**config.mk**
```make
export PLATFORM = sky130hd
export DESIGN_NAME = swsmm_fifo
export DESIGN_NICKNAME = d
export VERILOG_FILES = /design/src/rtl/sliding_window_sum_min_max_top_macros.svh /design/src/rtl/swsmm_fifo.sv
export SDC_FILE = /design/constraint.sdc
export NUM_CORES = 1
export LEC_CHECK = 0
export ABC_AREA = 0
export BUFFER_PORTS_ARGS = -buffer_cell sky130_fd_sc_hd__buf_2
export CORE_MARGIN = 5
export CORE_UTILIZATION = 35
export DETAILED_ROUTE_END_ITERATION = 16
export SKIP_LAST_GASP = 1
export SYNTH_ARGS = -nofsm -noshare
export SYNTH_HDL_FRONTEND = slang
export SYNTH_SLANG_ARGS = --single-unit
```
**constraint.sdc**
```tcl
create_clock -name clk -period 2.3 [get_ports clk]
set_input_delay 0.115 -clock clk [delete_from_list [all_inputs] [get_ports clk]]
set_output_delay 0.115 -clock clk [all_outputs]
set_load 0.02 [all_outputs]
```
**src/rtl/sliding_window_sum_min_max_top_macros.svh**
```systemverilog
// Assertion macros shared by the sliding window sum RTL.
// Needs a clock named clk and a synchronous active-low reset named rst_n in scope.
`ifndef SLIDING_WINDOW_SUM_MIN_MAX_TOP_MACROS_SVH
`define SLIDING_WINDOW_SUM_MIN_MAX_TOP_MACROS_SVH

// Same-cycle implication, checked outside reset.
`define SWSMM_ASSERT_IMPL(lbl, ante, cons, msg) \
  lbl: assert property (@(posedge clk) disable iff (!rst_n) (ante) |-> (cons)) \
    else $error(msg);

// Next-cycle implication, checked outside reset.
`define SWSMM_ASSERT_NEXT(lbl, ante, cons, msg) \
  lbl: assert property (@(posedge clk) disable iff (!rst_n) (ante) |=> (cons)) \
    else $error(msg);

`endif

```
**src/rtl/swsmm_fifo.sv**
```systemverilog
// Two-entry word queue between front end and back end.
// No dependencies.
`default_nettype none

module swsmm_fifo #(
  parameter int WIDTH = 50
) (
  input  wire logic             clk,
  input  wire logic             rst_n,
  input  wire logic             push_valid,
  output logic                  push_ready,
  input  wire logic [WIDTH-1:0] push_data,
  output logic                  pop_valid,
  input  wire logic             pop_ready,
  output logic [WIDTH-1:0]      pop_data
);

  logic [WIDTH-1:0] slot_r [2];
  logic             wr_ptr_r;
  logic             rd_ptr_r;
  logic [1:0]       count_r;
  logic             do_push;
  logic             do_pop;

  assign push_ready = (count_r != 2'd2);
  assign pop_valid  = (count_r != 2'd0);
  assign pop_data   = slot_r[rd_ptr_r];
  assign do_push    = push_valid && push_ready;
  assign do_pop     = pop_valid && pop_ready;

  always_ff @(posedge clk) begin
    if (do_push) begin
      slot_r[wr_ptr_r] <= push_data;
    end
  end

  always_ff @(posedge clk) begin
    if (!rst_n) begin
      wr_ptr_r <= 1'b0;
      rd_ptr_r <= 1'b0;
      count_r  <= 2'd0;
    end else begin
      if (do_push) begin
        wr_ptr_r <= !wr_ptr_r;
      end
      if (do_pop) begin
        rd_ptr_r <= !rd_ptr_r;
      end
      count_r <= count_r + {1'b0, do_push} - {1'b0, do_pop};
    end
  end

endmodule

`default_nettype wire

```
==> impl_metrics.py <==
metrics = {
    "setup_path": {
        "crit_path_max_incr_delay_ns": 0.38,
        "crit-reg2reg-launch": "count_r[0]$_SDFF_PN0_",
        "crit_path_start_kind": "register",
        "cp_top_family": "buffers and inverters",
        "cp_data_required_time_ns": 2.18,
        "cp-end-kind": "primary output",
        "cp_data_arrival_time_ns": 1.61,
        "criticalPathCategory": "register to primary output",
        "cp_cell_sequence": "buf_4, mux2_1, buf_2",
        "critPathSlowestCell": "mux2_1",
        "crit_buf_inv": 2,
        "worstPathMaxFanout": 31,
    },
    "final_layout": {
        "final_net_count": 407,
        "multi_input_area_um2": 732,
        "synthToLayoutAreaGrowth_pct": 35.9,
        "drive_above_1_share_pct": 35.4,
        "final.fill_count": 933,
        "regArea_um2": 3100,
        "diodes": 0,
    },
    "status": {
        "outcome": "finished, final reports clean",
    },
    "sta": {
        "relSlewSlack_pct": 71.7,
        "setup_ws_ns": 0.580,
        "tightest_slew_ns": 0.424,
        "tns_ns": 0,
        "finalCritPeriodShare_pct": 74.8,
        "final-setup-viol-count": 0,
        "fin_worst_skew_ns": 0.00680,
        "fmaxAchievable_ghz": 0.581,
        "finalHoldViolCount": 0,
        "fin_crit_ns": 1.72,
        "grt_setup_unrepaired": "false",
        "slew_violations": 0,
    },
    "place": {
        "dp_hpwl_um": 4700,
        "port_buffers": 105,
        "pre_cts_slack_ns": 0.647,
        "place_congestion": 0.738,
    },
    "clock_tree": {
        "cts_resized": 0,
        "cts_sinks": 105,
        "cts-root-buf": "clkbuf_8",
        "h-tree-depth": 3,
        "cts_tree": "built",
        "clkLatencyLatePin_ns": 0.34,
        "clkTransAtPathRegs_ns": 0.09,
        "cts_buffers": 9,
        "cts.path.max_buffers": 2,
    },
    "synth": {
        "synth_cell_type_count": 26,
        "ys_ff_latch": 105,
        "postSynthCellCount": 186,
        "avgSynthCellArea_um2": 20.9,
        "synthArstFlopShare_pct": 0,
        "yosysWarningCount": 0,
        "synth.area.mux_share_pct": 14.5,
        "synth_ff_type": "edfxtp_1",
        "synth_top_family_by_area": "multiplexers",
        "synth-simple-area-share_pct": 2.64,
        "synth_fp_nets": 241,
        "synthAdderAreaFrac_pct": 0.322,
        "synth_edf_count": 100,
        "synth_xor_xnor_area_share_pct": 0.226,
        "synth_seq_area_share_pct": 79.9,
        "synth-compound-area-share_pct": 1.13,
        "netlist_area_um2": 3880,
    },
    "die": {
        "die_x_um": 115,
        "rows": 38,
        "core_area_um2": 10800,
        "start_util_pct": 35.8,
        "die_area_um2": 13300,
        "io_pins": 106,
        "die_h_um": 115,
    },
    "min_path": {
        "min_from": "push_valid",
        "min_path_type": "input port to register",
    },
    "route": {
        "routedWlPerCell_um": 14.5,
        "drc": 0,
        "wl_met2_um": 3640,
        "drtAntennaViolNets": 0,
        "vias_per_cell": 4.33,
        "via_count": 2147,
        "wl_met3_um": 490,
        "wirelength_um": 7200,
        "wl_met1_um": 3010,
        "dr.pass1.iters": 4,
        "drt_iter0_markers": 52,
        "topRoutingLayerUsed": "met4",
    },
    "global_routing": {
        "grt_pass1_vias": 2262,
        "gr-total-overflow": 0,
        "grt_pass1_wl_um": 11300,
        "grtUsageTotal_pct": 11.4,
        "antenna_found_initial": 0,
        "grt_max_degree": 51,
    },
    "power_and_ir_drop": {
        "p_leak_nw": 1.99,
        "peakVddDrop_mv": 0.421,
        "p_per_area_nw_per_um2": 849,
    },
    "flow_run": {
        "maxCapViolations": 0,
    },
}
-- what timing repair did --
item                                   4_1_cts  5_1_grt
buffers inserted                             0        0
hold buffers                                51        0
endpoints found under the hold margin      101        0
-- registers in the layout, indices dropped and copies added (netlist names), named ones only --
register,count
wr_ptr_r,1
rd_ptr_r,1
slot_r,100
count_r,2
-- synth_stat cells, types with 2 or more instances --
master / number / share of area, %
dfxtp_1: 5 / 2.6
buf_4: 5 / 0.97
inv_1: 2 / 0.19
nor2_1: 4 / 0.39
mux2_1: 50 / 14
edfxtp_1: 100 / 77
-- final cells by class --
type | instances | share of cell area [%]
tap | 140 | 3.32
timing repair buffer | 161 | 21.1
sequential | 105 | 58.8
inverter | 2 | 0.142
clock buffer | 14 | 2.70
clock inverter | 1 | 0.0711
multi-input combinational | 73 | 13.9
-- metal layers --
layer,vias to the layer above,GRT usage (%)
met5,-,0
met4,0,3.83
met3,7,3.89
met2,67,19.2
met1,1018,13.6
li1,1055,-
-- worst min-delay path, delay by kind of cell --
family | cells | cell delay (ns)
buffers and inverters | 1 | 0.15
AOI/OAI and AO/OA | 1 | 0.07
and+or+nand+nor | 1 | 0.13
-- report_power, final --
| part | internal [mW] | total, mW | leakage [nW] | switching, mW |
|---|---|---|---|---|
| Clock | 0.388 | 0.923 | 0.0722 | 0.535 |
| Combinational | 0.487 | 1.19 | 0.937 | 0.699 |
| Sequential | 2.32 | 2.37 | 0.977 | 0.0528 |
-- worst paths after layout --
| path | to | slack [ns] | cells after the start |
|---|---|---|---|
| setup / recovery | pop_data[46] | 0.58 | 3 |
| hold / removal | wr_ptr_r$_SDFFE_PN0P_ | 0.16 | 3 |
| setup reg to reg | slot_r[0][24]$_DFFE_PP_ | 0.67 | 4 |
| hold reg to reg | register | 0.50 | 2 |
-- placed cells by master, fill, tap and decap left out, drive strengths merged, types with 2 or more instances in the layout --
cell and count:
edfxtp 100, mux2 50, and3 2, dlygate4sd3 51, inv 2, dfxtp 5, nor2 4, o21ai 2
buf 110, clkbuf 14
-- cells by family after synthesis --
logic type,after synthesis
AND/OR/NAND/NOR,15
AO/OA/AOI/OAI,6
buffers and inverters,8
adder cells (fa/ha/maj),1
XOR/XNOR,1
flip-flops,105
multiplexers,50
-- per-stage QoR --
stage / cell area (um^2) / power, mW / utilization [%] / hold slack [ns] / cells
CTS: 5280 / 4.58 / 48.7 / 0.130 / 496
finish: 5280 / 4.48 / 48.7 / 0.156 / 496
detailed placement: 4620 / 3.58 / 42.6 / 0.306 / 430
floorplan: 3880 / 3.17 / - / 0.214 / 186
global placement: 4620 / 3.56 / 42.6 / 0.305 / 430
global route: 5280 / 4.75 / 48.7 / 0.147 / 496
Note: power is estimated with default switching activity, not from simulation.
