<file path="config.mk">
export PLATFORM = sky130hd
export DESIGN_NAME = swsmm_back_flat
export DESIGN_NICKNAME = d
export VERILOG_FILES = /design/src/rtl/swsmm_pkg.sv /design/src/rtl/swsmm_if.sv /design/src/rtl/swsmm_back.sv /design/src/flat_wrapper.sv
export VERILOG_INCLUDE_DIRS = /design/src /design/src/rtl
export SDC_FILE = /design/constraint.sdc
export NUM_CORES = 1
export LEC_CHECK = 0
export ABC_AREA = 1
export ABC_CLOCK_PERIOD_IN_PS = 5300
export BUFFER_PORTS_ARGS = -buffer_cell sky130_fd_sc_hd__buf_2
export CORE_MARGIN = 8
export CORE_UTILIZATION = 40
export CTS_CLUSTER_SIZE = 8
export DETAILED_ROUTE_END_ITERATION = 12
export HOLD_SLACK_MARGIN = 0.1
export PLACE_DENSITY = 0.71
export REMOVE_ABC_BUFFERS = 1
export SLEW_MARGIN = 20
export SYNTH_ARGS = -nofsm -noshare
export SYNTH_HDL_FRONTEND = slang
export SYNTH_SLANG_ARGS = --single-unit
</file>
<file path="constraint.sdc">
create_clock -name clk -period 5.3 [get_ports clk]
set_clock_uncertainty 0.05 [all_clocks]
set_input_delay 1.59 -clock clk [delete_from_list [all_inputs] [get_ports clk]]
set_output_delay 1.59 -clock clk [all_outputs]
set_load 0.02 [all_outputs]
</file>
<file path="src/rtl/sliding_window_sum_min_max_top_macros.svh">
// Assertion macros shared by the sliding window sum RTL.
// Needs a clock named clk and a synchronous active-low reset named rst_n in scope.
`ifndef SLIDING_WINDOW_SUM_MIN_MAX_TOP_MACROS_SVH
`define SLIDING_WINDOW_SUM_MIN_MAX_TOP_MACROS_SVH

// Same-cycle implication, checked outside reset.
`define SWSMM_ASSERT_IMPL(lbl, ante, cons, msg) \
  lbl: assert property (@(posedge clk) disable iff (!rst_n) (ante) |-> (cons)) \
    else $error(msg);

// Next-cycle implication, checked outside reset.
`define SWSMM_ASSERT_NEXT(lbl, ante, cons, msg) \
  lbl: assert property (@(posedge clk) disable iff (!rst_n) (ante) |=> (cons)) \
    else $error(msg);

`endif

</file>
<file path="src/rtl/swsmm_pkg.sv">
// Shared types and constants of the sliding window sum block.
// No dependencies.
`default_nettype none

package swsmm_pkg;

  localparam int CFG_BITS   = 11;
  localparam int SUM_BITS   = 34;
  localparam int TOTAL_BITS = 48;

  localparam logic [CFG_BITS-1:0] CFG_LEN_RESET = 11'd128;

  typedef logic [CFG_BITS-1:0]   cfg_len_t;
  typedef logic [SUM_BITS-1:0]   sum_t;
  typedef logic [TOTAL_BITS-1:0] total_t;

  // Per-word control decided by the front end.
  typedef struct packed {
    logic sub_old;   // window already full: drop the oldest sample
    logic fill_now;  // this word completes the first fill
  } swsmm_ctl_t;

endpackage

`default_nettype wire

</file>
<file path="src/rtl/swsmm_if.sv">
// Valid/ready channel interfaces for sample words and result words.
// Depends on swsmm_pkg.
`default_nettype none


interface swsmm_out_if;
  logic                  valid;
  logic                  ready;
  logic                  window_full;
  swsmm_pkg::sum_t       window_sum;
  swsmm_pkg::sum_t       largest_sum;
  swsmm_pkg::sum_t       smallest_sum;
  swsmm_pkg::total_t     total_sum;

  modport source (output valid, output window_full, output window_sum, output largest_sum,
                  output smallest_sum, output total_sum, input ready);
  modport sink   (input valid, input window_full, input window_sum, input largest_sum,
                  input smallest_sum, input total_sum, output ready);
endinterface

`default_nettype wire

</file>
<file path="src/rtl/swsmm_back.sv">
// Back end: window sum update, min/max tracking, saturating total and result register.
// Depends on swsmm_pkg, swsmm_if and the assertion macro header.
`default_nettype none
`include "sliding_window_sum_min_max_top_macros.svh"

module swsmm_back #(
  parameter int SAMPLE_BITS = 24
) (
  input  wire logic                   clk,
  input  wire logic                   rst_n,
  input  wire logic                   pop_valid,
  output logic                        pop_ready,
  input  wire logic [SAMPLE_BITS-1:0] pop_sample,
  input  wire logic [SAMPLE_BITS-1:0] pop_old,
  input  wire swsmm_pkg::swsmm_ctl_t  pop_ctl,
  swsmm_out_if.source                 out_ch
);
  import swsmm_pkg::*;

  sum_t                sum_r;
  sum_t                sum_nxt;
  sum_t                max_r;
  sum_t                max_nxt;
  sum_t                min_r;
  sum_t                min_nxt;
  total_t              total_r;
  total_t              total_nxt;
  logic [TOTAL_BITS:0] total_wide;
  sum_t                drop;
  logic                full_nxt;
  logic                pop;
  logic                out_valid_r;
  logic                out_full_r;
  sum_t                out_sum_r;
  sum_t                out_max_r;
  sum_t                out_min_r;

  assign pop_ready = !out_valid_r || out_ch.ready;
  assign pop       = pop_valid && pop_ready;

  assign drop     = pop_ctl.sub_old ? SUM_BITS'(pop_old) : '0;
  assign sum_nxt  = sum_r + SUM_BITS'(pop_sample) - drop;
  assign full_nxt = pop_ctl.sub_old || pop_ctl.fill_now;

  always_comb begin
    max_nxt = max_r;
    min_nxt = min_r;
    if (pop_ctl.fill_now) begin
      max_nxt = sum_nxt;
      min_nxt = sum_nxt;
    end else if (pop_ctl.sub_old) begin
      if (sum_nxt > max_r) begin
        max_nxt = sum_nxt;
      end
      if (sum_nxt < min_r) begin
        min_nxt = sum_nxt;
      end
    end
  end

  // Clip the total at all ones on carry out.
  assign total_wide = {1'b0, total_r} + (TOTAL_BITS + 1)'(pop_sample);
  assign total_nxt  = total_wide[TOTAL_BITS] ? '1 : total_wide[TOTAL_BITS-1:0];

  always_ff @(posedge clk) begin
    if (!rst_n) begin
      sum_r   <= '0;
      max_r   <= '0;
      min_r   <= '0;
      total_r <= '0;
    end else if (pop) begin
      sum_r   <= sum_nxt;
      max_r   <= max_nxt;
      min_r   <= min_nxt;
      total_r <= total_nxt;
    end
  end

  always_ff @(posedge clk) begin
    if (!rst_n) begin
      out_valid_r <= 1'b0;
    end else if (pop_ready) begin
      out_valid_r <= pop_valid;
    end
  end

  // Sums read zero until the window has filled.
  always_ff @(posedge clk) begin
    if (pop) begin
      out_full_r <= full_nxt;
      out_sum_r  <= full_nxt ? sum_nxt : '0;
      out_max_r  <= full_nxt ? max_nxt : '0;
      out_min_r  <= full_nxt ? min_nxt : '0;
    end
  end

  assign out_ch.valid        = out_valid_r;
  assign out_ch.window_full  = out_full_r;
  assign out_ch.window_sum   = out_sum_r;
  assign out_ch.largest_sum  = out_max_r;
  assign out_ch.smallest_sum = out_min_r;
  assign out_ch.total_sum    = total_r;

  `SWSMM_ASSERT_IMPL(a_max_ge_min, out_valid_r && out_full_r, out_max_r >= out_min_r,
                     "largest window sum below smallest")
  `SWSMM_ASSERT_IMPL(a_zero_before_full, out_valid_r && !out_full_r,
                     out_sum_r == '0 && out_max_r == '0 && out_min_r == '0,
                     "window sums nonzero before first fill")
  `SWSMM_ASSERT_NEXT(a_total_monotonic, pop, total_r >= $past(total_r),
                     "running total decreased")
  `SWSMM_ASSERT_NEXT(a_fill_sets_extremes, pop && pop_ctl.fill_now,
                     max_r == sum_r && min_r == sum_r,
                     "first fill did not seed min and max")

endmodule

`default_nettype wire

</file>
<file path="src/flat_wrapper.sv">
// flat-port wrapper written by rule: the top's interface ports become plain ports
module swsmm_back_flat import swsmm_pkg::*;
#(
  parameter int SAMPLE_BITS = 24
)
  (clk, rst_n, pop_valid, pop_ready, pop_sample, pop_old, pop_ctl, out_ch_valid, out_ch_window_full, out_ch_window_sum, out_ch_largest_sum, out_ch_smallest_sum, out_ch_total_sum, out_ch_ready);
  swsmm_out_if out_ch_i ();
  input  wire logic clk;
  input  wire logic rst_n;
  input  wire logic pop_valid;
  output logic pop_ready;
  input  wire logic [SAMPLE_BITS-1:0] pop_sample;
  input  wire logic [SAMPLE_BITS-1:0] pop_old;
  input  wire swsmm_pkg::swsmm_ctl_t pop_ctl;
  output wire logic [$bits(out_ch_i.valid)-1:0] out_ch_valid;
  output wire logic [$bits(out_ch_i.window_full)-1:0] out_ch_window_full;
  output wire logic [$bits(out_ch_i.window_sum)-1:0] out_ch_window_sum;
  output wire logic [$bits(out_ch_i.largest_sum)-1:0] out_ch_largest_sum;
  output wire logic [$bits(out_ch_i.smallest_sum)-1:0] out_ch_smallest_sum;
  output wire logic [$bits(out_ch_i.total_sum)-1:0] out_ch_total_sum;
  input wire logic [$bits(out_ch_i.ready)-1:0] out_ch_ready;
  assign out_ch_valid = out_ch_i.valid;
  assign out_ch_window_full = out_ch_i.window_full;
  assign out_ch_window_sum = out_ch_i.window_sum;
  assign out_ch_largest_sum = out_ch_i.largest_sum;
  assign out_ch_smallest_sum = out_ch_i.smallest_sum;
  assign out_ch_total_sum = out_ch_i.total_sum;
  assign out_ch_i.ready = out_ch_ready;
  swsmm_back #(.SAMPLE_BITS(SAMPLE_BITS)) u_core (.clk(clk), .rst_n(rst_n), .pop_valid(pop_valid), .pop_ready(pop_ready), .pop_sample(pop_sample), .pop_old(pop_old), .pop_ctl(pop_ctl), .out_ch(out_ch_i));
endmodule
</file>
==> results.sh, run 1 <==
export IMPL_post_route_period_util=0.986
export IMPL_synth_edf_count=103
export IMPL_nNetsFinal=3005
export IMPL_dpl_cell_count=3284
export IMPL_rsz0062_at_grt="yes"
export IMPL_reg2reg_setup_slack_ns=0.96
export IMPL_drt_pass1_iterations=5
export IMPL_setup_ws_ns=0.0750
export IMPL_die_w_um=223
export IMPL_io_buffers=206
export IMPL_antenna_found_initial=3
export IMPL_setup_viol=0
export IMPL_grt_pass1_vias=16800
export IMPL_drtAntennaViolNets=0
export IMPL_p_total_w=0.0137
export IMPL_cts_root_buf="clkbuf_16"
export IMPL_required_ns=5.53
export IMPL_cts_tree="yes"
export IMPL_fillers=3928
export IMPL_synth_distinct_cells=48
export IMPL_ys_warn_count=0
export IMPL_die_area_sq_um=49800
export IMPL_worstSkewPairLatency_ns=0.56
export IMPL_layout_cells_non_filler=3377
export IMPL_wl_per_cell_um=18.0
export IMPL_critPathKind="in -> reg"
export IMPL_dr_wl_met2_mm=29.2
export IMPL_dp_hpwl_mm=42.8
export IMPL_drv_cap=0
export IMPL_drive_above_1_share=0.291
export IMPL_avgSynthCellArea_sq_um=7.12
export IMPL_crit_path_end_kind="register"
export IMPL_hold_buffers=0
export IMPL_p_clk_frac=0.172
export IMPL_clk_pin_slew_ns=0.05
export IMPL_syn_inst=2410
export IMPL_crit_top_cell="nand2_2"
export IMPL_final_hold_viol_count=0
export IMPL_top_layer_used="met4"
export IMPL_power_frac_comb=0.622
export IMPL_max_freq_mhz=191
export IMPL_status="complete, no violations"
export IMPL_cts_buffers=38
export IMPL_p_leak_nw=11.5
export IMPL_m1WireLength_mm=25.4
export IMPL_grt_pass1_wl_mm=90.7
export IMPL_cp_slowest_stage_delay_ns=0.56
export IMPL_num_rows=76
export IMPL_gr_total_overflow=0
export IMPL_grt_max_degree=104
export IMPL_drt_iter0_markers=1366
export IMPL_period_needed_ns=5.22
export IMPL_area_growth_syn_to_layout_pct=36.0
export IMPL_coreArea_sq_um=42700
export IMPL_io_pins=207
export IMPL_worstSetupStartpointType="input pin"
export IMPL_met3_length_mm=3.44
export IMPL_slew_headroom=0.264
export IMPL_dp_slack_ns=-0.965
export IMPL_synthArstFlopShare=0
export IMPL_worstPathArrival_ns=5.45
export IMPL_h_tree_depth=2
export IMPL_cp_slowest_cell="fa_1"
export IMPL_drc=0
export IMPL_switchingPower_w=0.00611
export IMPL_postLayoutCoreUtil=0.546
export IMPL_worst_slew_pin_slew_ns=1.10
export IMPL_start_util=0.402
export IMPL_ys_seq_elements=254
export IMPL_seq_area_frac_synth=0.357
export IMPL_path_max_fanout=6
export IMPL_p_seq_frac=0.206
export IMPL_hp_class="reg -> reg"
export IMPL_worst_ir_drop_vdd_v=0.000324
export IMPL_cts_sinks=254
export IMPL_vias_per_cell=5.21
export IMPL_grt_usage=0.225
export IMPL_sw_frac_of_total=0.445
export IMPL_tns_ns=0
export IMPL_power_density_nw_per_um2=588
export IMPL_routed_wl_mm=60.8
export IMPL_clockBufferDepth=3
export IMPL_gp_congestion=0.964
export IMPL_internal_power_w=0.00762
export IMPL_drv_slew=0
export IMPL_die_y_um=223
export IMPL_ys_flop_type="dfxtp_1"
export IMPL_syn_area_sq_um=17200
export IMPL_vias=17600
-- layout make-up --
type                       instances  area, sq um  share of cell area
multi-input combinational       1589        10600               0.453
sequential                       254         6120               0.262
timing repair buffer             431         2980               0.128
inverter                         487         1850              0.0792
clock buffer                      64         1100              0.0471
tap                              546          683              0.0293
clock inverter                     3         33.8             0.00145
antenna                            3         7.51            0.000322
-- worst paths after layout --
path	start	end	cells after the start
worst max register to register	u_core.sum_r[3]	u_core.out_ch.largest_sum[20]	30
worst min register to register	u_core.sum_r[0]	u_core.sum_r[0]	2
worst max-delay path	pop_ctl[1]	u_core.out_ch.largest_sum[20]	32
worst min-delay path	u_core.sum_r[0]	u_core.sum_r[0]	2
-- registers in the layout, summed over array words and instances (netlist names) --
register and flops:
u_core.out_ch.valid 1, u_core.out_ch.total_sum 48, u_core.min_r 34, u_core.out_ch.window_full 1
u_core.out_ch.window_sum 34, u_core.sum_r 34, u_core.out_ch.smallest_sum 34, u_core.out_ch.largest_sum 34
u_core.max_r 34
-- what timing repair did --
| action | in CTS | in global routing |
|---|---|---|
| resized for setup | 54 | 357 |
| pin swaps | 6 | 110 |
| setup endpoints to repair | 136 | 136 |
| cloned | 2 | 4 |
| buffers inserted | 1 | 16 |
-- cells by family after synthesis --
group,Yosys count,synth area share
AND/OR/NAND/NOR,946,0.236
buffers and inverters,567,0.126
AO/OA/AOI/OAI,453,0.139
flip-flops,254,0.357
adder cells (fa/ha/maj),150,0.120
XOR/XNOR,40,0.0213
-- worst max-delay path: cells and delay by family --
family / cells / cell delay (ns)
buffers and inverters: 8 / 0.79
AND/OR/NAND/NOR: 18 / 1.58
adder cells (fa/ha/maj): 3 / 1.07
AO/OA/AOI/OAI: 3 / 0.40
-- power groups by stage --
stage,logic (W),clock network (W),registers (W)
floorplan,0.00348,0,0.00319
global placement,0.00671,0,0.00285
detailed placement,0.00682,0,0.00286
CTS,0.00710,0.00241,0.00283
global route,0.00928,0.00248,0.00287
finish,0.00853,0.00236,0.00283
-- metal layers --
metal  GRT usage  vias up
met1       0.283     8291
met5           0        -
met4       0.107        0
met3      0.0328      157
met2       0.376      580
li1            -     8576
-- cells in the final DEF (no fill, tap or decap), types with 28 or more instances in the layout --
cell type  count
buf_2        204
ha_1          89
a21oi_1      242
ha_4          35
clkbuf_16     43
edfxtp_1     103
a21oi_2       47
nand3_2       28
inv_2         28
nand2_1      401
nand2_2       77
nand2_4       29
o21ai_0       81
nor2_1       114
nand3_1      188
buf_4        205
inv_1        453
dfxtp_1      151
-- through the flow --
stage	hold slack, ns	area [sq um]
finish	0.417	23300
global route	0.450	23300
CTS	0.412	21600
detailed placement	0.403	20200
global placement	0.401	20200
floorplan	0.385	16800
-- cell usage after synthesis (2+ instances only) --
master,number,share of area
edfxtp_1,103,0.18
nand2_1,500,0.11
nor2_1,148,0.032
buf_2,11,0.0032
buf_4,3,0.0013
nor4_1,6,0.0022
nand4_1,19,0.0069
ha_1,125,0.091
a21oi_2,3,0.0015
nand3_1,214,0.062
dfxtp_1,151,0.18
xnor2_1,9,0.0046
nand2_4,3,0.0020
nand3b_1,5,0.0022
xor2_2,2,0.0019
o21ai_1,13,0.0038
fa_1,25,0.029
a31oi_1,7,0.0026
o21a_1,5,0.0022
o211ai_1,2,0.00088
o21bai_1,15,0.0066
nand3_2,8,0.0047
a31oi_2,2,0.0015
nor3_1,27,0.0079
a21oi_1,299,0.087
o21ai_0,97,0.028
clkinv_1,2,0.00044
and3_1,2,0.00073
inv_2,9,0.0020
buf_1,10,0.0022
inv_1,475,0.10
clkbuf_1,55,0.012
nor2_2,4,0.0015
xor2_1,29,0.015
nand2_2,5,0.0018
a21o_1,5,0.0022
No activity file was read; power rests on OpenSTA's default activity.
==> inputs of run 2 (changes only) <==
--- a/config.mk
+++ b/config.mk
@@ -6,7 +6,6 @@
 export SDC_FILE = /design/constraint.sdc
 export NUM_CORES = 1
 export LEC_CHECK = 0
-export ABC_AREA = 1
 export ABC_CLOCK_PERIOD_IN_PS = 5300
 export BUFFER_PORTS_ARGS = -buffer_cell sky130_fd_sc_hd__buf_2
 export CORE_MARGIN = 8
@@ -20,3 +19,4 @@
 export SYNTH_ARGS = -nofsm -noshare
 export SYNTH_HDL_FRONTEND = slang
 export SYNTH_SLANG_ARGS = --single-unit
+export TNS_END_PERCENT = 50
==> run 2 against run 1 <==
  * The run now ends with setup timing left
  * Setup slack lost 0.93 ns
  * Area after synthesis shrank 10%
  * Critical path type unchanged
  * Worst hold slack lost 0.0061 ns
  * Synthesized cell count shrank 26%
  * Global-route usage shrank 1.1 points
==> results.sh, run 2 <==
export IMPL_status="complete, but fails checks"
export IMPL_violations="setup timing"
export IMPL_start_util=0.402
export IMPL_reg2reg_depth=25
export IMPL_whs_ns=0.411
export IMPL_critPathTopFamily="compound AO/OA/AOI/OAI gates"
export IMPL_ys_seq_elements=254
export IMPL_worstSetupPathDepth=26
export IMPL_synth_area_top_cells="edfxtp_1 (20%), dfxtp_1 (20%), ha_1 (10%)"
export IMPL_gr_total_overflow=0
export IMPL_critPathKind="in -> reg"
export IMPL_die_area_sq_um=45100
export IMPL_clockBufferDepth=3
export IMPL_drv_slew=0
export IMPL_cts_root_buf="clkbuf_16"
export IMPL_dp_hpwl_mm=34.9
export IMPL_cp_slowest_stage_delay_ns=0.49
export IMPL_io_buffers=206
export IMPL_use_met3=0.0540
export IMPL_max_freq_mhz=163
export IMPL_synth_edf_count=103
export IMPL_synth_most_common_cell="nand2_1"
export IMPL_seq_area_frac_synth=0.396
export IMPL_worstPathArrival_ns=6.37
export IMPL_h_tree_depth=2
export IMPL_drtAntennaViolNets=0
export IMPL_drt_pass1_iterations=5
export IMPL_period_needed_ns=6.15
export IMPL_worst_path_buf_inv=6
export IMPL_drive_above_1_share=0.323
export IMPL_largest_register_ffs=48
export IMPL_grt_pass1_wl_mm=77.9
export IMPL_synthArstFlopShare=0
export IMPL_postLayoutCoreUtil=0.559
export IMPL_final_area_sq_um=21400
export IMPL_drt_iter0_markers=949
export IMPL_placed_area_sq_um=18300
export IMPL_dp_slack_ns=-1.71
export IMPL_worstSkewPairLatency_ns=0.56
export IMPL_cp_slowest_cell="fa_1"
export IMPL_wl_per_cell_um=18.6
export IMPL_worst_slew_pin_slew_ns=0.979
export IMPL_ys_warn_count=0
export IMPL_vias=14700
export IMPL_grt_usage=0.214
export IMPL_cts_tree="yes"
export IMPL_vias_per_cell=5.36
export IMPL_path_max_fanout=8
export IMPL_busiest_layer="met2"
export IMPL_die_w_um=212
export IMPL_synth_top_area_share=0.200
export IMPL_crit_path_end_kind="register"
export IMPL_grt_pass1_vias=14700
export IMPL_required_ns=5.52
export IMPL_io_pins=207
export IMPL_met2_usage=0.359
export IMPL_area_growth_syn_to_layout_pct=38.9
export IMPL_rsz0062_at_grt="yes"
export IMPL_drc=0
export IMPL_synthTopCellsByCount="nand2_1 (241), inv_1 (203), a21oi_1 (192), dfxtp_1 (151), ha_1 (125)"
export IMPL_ys_flop_type="dfxtp_1"
export IMPL_drv_cap=0
export IMPL_setup_viol=136
export IMPL_hold_buffers=0
export IMPL_final_hold_viol_count=0
export IMPL_routed_wl_mm=51.1
export IMPL_clk_pin_slew_ns=0.05
export IMPL_coreArea_sq_um=38400
export IMPL_holdPathStages=2
export IMPL_nNetsFinal=2402
export IMPL_antenna_found_initial=12
export IMPL_grt_use_met1=0.269
export IMPL_synth_distinct_cells=83
export IMPL_cts_buffers=37
export IMPL_gp_congestion=0.886
export IMPL_setup_ws_ns=-0.851
export IMPL_syn_area_sq_um=15400
export IMPL_post_route_period_util=1.16
export IMPL_cts_sinks=254
export IMPL_hp_class="reg -> reg"
export IMPL_slew_headroom=0.346
export IMPL_die_y_um=212
export IMPL_synth_top_area_cell="edfxtp_1"
export IMPL_worstSetupStartpointType="input pin"
export IMPL_mostFrequentLayoutCells="buf_2 (205), nand2_1 (203), buf_4 (201)"
export IMPL_syn_inst=1774
export IMPL_final_common_cell="buf_2"
export IMPL_grt_max_degree=87
export IMPL_avgSynthCellArea_sq_um=8.70
export IMPL_num_rows=72
run 2: cell types whose count changed in the layout (fill, tap and decap cells not counted), sizes merged, moves of 24 or more:
cell / delta
inv: -281
nand2: -266
nand3: -164
a21oi: -108
and2: +52
nor2: -42
a21o: +35
buf: +30
a211oi: +26
xnor2: +26
mux2i: +24
run 2: through the flow:
| stage | std cells | TNS [ns] |
|---|---|---|
| 2_1_floorplan | 1698 | -536.16 |
| 5_1_grt | 2743 | -121.60 |
| 4_1_cts | 2721 | -93.44 |
| 3_3_place_gp | 2619 | -206.19 |
| 6_report | 2744 | -99.35 |
| 3_5_place_dp | 2619 | -212.93 |
run 2: final cells by class:
| type | count | area [sq um] |
|---|---|---|
| Fill cell | 3378 | 16900 |
| Antenna cell | 3 | 7.51 |
| Clock inverter | 3 | 66.3 |
| Multi-Input combinational cell | 1239 | 9270 |
| Clock buffer | 61 | 1030 |
| Timing Repair Buffer | 461 | 3520 |
| Inverter | 205 | 787 |
| Sequential cell | 254 | 6120 |
| Tap cell | 518 | 648 |
run 2: routing by layer:
metal / share of wire / up-vias
li1: - / 6991
met1: 0.42 / 7072
met2: 0.47 / 515
met3: 0.074 / 118
met4: 0.031 / 16
met5: 0.0019 / -
run 2: path summary, 6_finish.rpt:
| check | start | to | slack (ns) |
|---|---|---|---|
| max | pop_ctl[1] | u_core.out_ch.largest_sum[27] | -0.85 |
| min | u_core.sum_r[6] | u_core.sum_r[6] | 0.41 |
| max reg2reg | u_core.sum_r[1] | u_core.out_ch.smallest_sum[9] | 0.07 |
| min reg2reg | u_core.sum_r[6] | u_core.sum_r[6] | 0.41 |
run 2: worst register-to-register path: cells and delay by family (launching register included):
family	cells	cell delay [ns]
AOI/OAI and AO/OA	6	1.47
adders and majority gates	3	1.16
and+or+nand+nor	8	0.96
buffers and inverters	7	0.76
DFF	1	0.34
xor gates and xnor gates	1	0.23
run 2: cell families (layout without fill, tap and decap cells):
logic type,after synthesis,after routing,share of synthesized area
mux,25,25,0.0163
other cells,0,3,0
compound gates,445,445,0.181
xor+xnor,58,58,0.0334
simple gates,561,561,0.169
flops,254,254,0.396
buf+inv,281,730,0.0707
fa+ha+maj,150,150,0.134
run 2: repair_timing:
action / 4_1_cts / 5_1_grt
gates cloned: 12 / 4
setup endpoints to repair: 136 / 136
pin swaps: 46 / 32
setup buffers: 26 / 21
gates resized for setup: 191 / 126
Power of run 2 is left out: the tool's default activity adds up to more than one toggle a clock period on the data nets, which glitch-free logic cannot reach.
==> inputs of run 3 (changes only) <==
--- a/config.mk
+++ b/config.mk
@@ -6,6 +6,7 @@
 export SDC_FILE = /design/constraint.sdc
 export NUM_CORES = 1
 export LEC_CHECK = 0
+export ABC_AREA = 1
 export ABC_CLOCK_PERIOD_IN_PS = 5300
 export BUFFER_PORTS_ARGS = -buffer_cell sky130_fd_sc_hd__buf_2
 export CORE_MARGIN = 8
==> run 3 against run 2 <==
  * The run now ends clean
  * Register-to-register slack gained 0.90 ns
  * Core utilization fell by 1.3 points
  * Fmax increased by 18%
  * Sequential share of layout area fell by 2.3 points
  * Via count grew 20%
  * Setup slack better by 0.93 ns
  * Critical path depth is the same
  * Cell area increased by 8.7%
  * Worst hold slack better by 0.0062 ns
  * Critical endpoint is now u_core.out_ch.smallest_sum[24]
  * Largest cell class unchanged
==> results.sh, run 3 (synthesized netlist as in run 1, its figures left out) <==
export IMPL_status="complete, no violations"
export IMPL_worstSetupStartpointType="input pin"
export IMPL_gp_congestion=0.964
export IMPL_worstHoldEndpoint="u_core.sum_r[0]"
export IMPL_setup_ws_ns=0.0818
export IMPL_wl_per_cell_um=18.0
export IMPL_drtAntennaViolNets=0
export IMPL_cp_slowest_stage_delay_ns=0.57
export IMPL_drv_cap=0
export IMPL_vias=17600
export IMPL_gr_total_overflow=0
export IMPL_final_hold_viol_count=0
export IMPL_slew_headroom=0.274
export IMPL_io_buffers=206
export IMPL_drv_slew=0
export IMPL_rsz0062_at_grt="yes"
export IMPL_cts_buffers=38
export IMPL_path_max_fanout=7
export IMPL_vias_per_cell=5.22
export IMPL_crit_path_end_kind="register"
export IMPL_grt_pass1_vias=16800
export IMPL_hp_class="reg -> reg"
export IMPL_max_freq_mhz=192
export IMPL_die_area_sq_um=49800
export IMPL_die_y_um=223
export IMPL_cts_tree="yes"
export IMPL_num_rows=76
export IMPL_layout_cells_non_filler=3377
export IMPL_required_ns=5.51
export IMPL_coreArea_sq_um=42700
export IMPL_nNetsFinal=3005
export IMPL_p_leak_nw=11.5
export IMPL_clk_pin_slew_ns=0.06
export IMPL_antenna_found_initial=3
export IMPL_drc=0
export IMPL_area_growth_syn_to_layout_pct=35.9
export IMPL_routed_wl_mm=60.8
export IMPL_r2r_end="u_core.out_ch.smallest_sum[24]"
export IMPL_drive_above_1_share=0.290
export IMPL_mostFrequentLayoutCells="inv_1 (453), nand2_1 (402), a21oi_1 (243)"
export IMPL_reg2reg_depth=22
export IMPL_largest_register_ffs=48
export IMPL_critPathKind="in -> reg"
export IMPL_dp_slack_ns=-0.965
export IMPL_reg2reg_setup_slack_ns=0.97
export IMPL_die_w_um=223
export IMPL_cp_slowest_cell="fa_1"
export IMPL_worstPathArrival_ns=5.43
export IMPL_dp_hpwl_mm=42.8
export IMPL_period_needed_ns=5.22
export IMPL_start_util=0.402
export IMPL_power_density_nw_per_um2=588
export IMPL_cts_sinks=254
export IMPL_drt_pass1_iterations=7
export IMPL_grt_max_degree=104
export IMPL_grt_usage=0.225
export IMPL_worst_slew_pin_slew_ns=1.09
export IMPL_drt_iter0_markers=1446
export IMPL_setup_viol=0
export IMPL_reg2reg_from="u_core.sum_r[11]"
export IMPL_worstSkewPairLatency_ns=0.56
export IMPL_io_pins=207
export IMPL_grt_pass1_wl_mm=90.7
export IMPL_final_common_cell="inv_1"
export IMPL_post_route_period_util=0.985
export IMPL_cts_root_buf="clkbuf_16"
export IMPL_clockBufferDepth=3
export IMPL_worstHoldStart="u_core.sum_r[0]"
export IMPL_dpl_cell_count=3284
export IMPL_h_tree_depth=2
export IMPL_tns_ns=0
export IMPL_holdPathStages=2
export IMPL_worst_ir_drop_vdd_v=0.000324
==> run 3: layout make-up <==
type / count / area, sq um
inverters: 487 / 1850
fillers: 3926 / 19400
flip-flops and latches: 254 / 6120
well taps: 546 / 683
multi-input cells: 1589 / 10500
repair buffers: 431 / 2980
clock buffers: 64 / 1100
diodes: 3 / 7.51
clock inverters: 3 / 33.8
==> run 3: layer usage <==
layer	GRT usage	vias up	wire, um
met2	0.376	633	29200
met1	0.283	8293	25300
li1	-	8565	-
met5	0	-	0
met3	0.0328	149	3600
met4	0.107	0	2670
==> run 3: worst max path at each step <==
stage,from,endpoint,slack [ns],depth (start not counted)
2_1_floorplan,out_ch_ready,u_core.out_ch.total_sum[47],-4.78,10
3_3_place_gp,pop_ctl[1],u_core.out_ch.largest_sum[33],-0.98,28
3_5_place_dp,pop_ctl[1],u_core.out_ch.largest_sum[26],-0.97,28
4_1_cts,pop_ctl[1],u_core.out_ch.largest_sum[2],0.002,29
5_1_grt,pop_ctl[1],u_core.out_ch.largest_sum[25],-0.17,30
6_report,pop_ctl[1],u_core.out_ch.smallest_sum[24],0.08,26
==> run 3: metrics by stage <==
step | instance area (sq um) | power (W) | util | hold slack, ns
2_1_floorplan | 16800 | 0.00667 | - | 0.385
3_3_place_gp | 20200 | 0.00956 | 0.472 | 0.401
3_5_place_dp | 20200 | 0.00968 | 0.472 | 0.403
4_1_cts | 21600 | 0.0123 | 0.506 | 0.412
5_1_grt | 23300 | 0.0146 | 0.546 | 0.450
6_report | 23300 | 0.0137 | 0.546 | 0.417
==> run 3: report_power, final <==
group | switching [W] | internal [W]
Sequential | 0.000189 | 0.00264
Combinational | 0.00496 | 0.00357
Clock | 0.000953 | 0.00141
==> run 3: timing repair <==
item                       CTS  global route
hold endpoints to repair     0             0
pin swaps                    6           110
cloned                       2             4
setup endpoints to repair  136           136
resized for setup           54           354
buffers inserted             1            16
hold buffers                 0             0
==> run 3: critical path, delay by kind of cell <==
kind	cells	cell delay, ns
adder cells (fa/ha/maj)	3	1.16
AND/OR/NAND/NOR	11	1.02
buffers and inverters	7	0.73
AO/OA/AOI/OAI	5	0.88
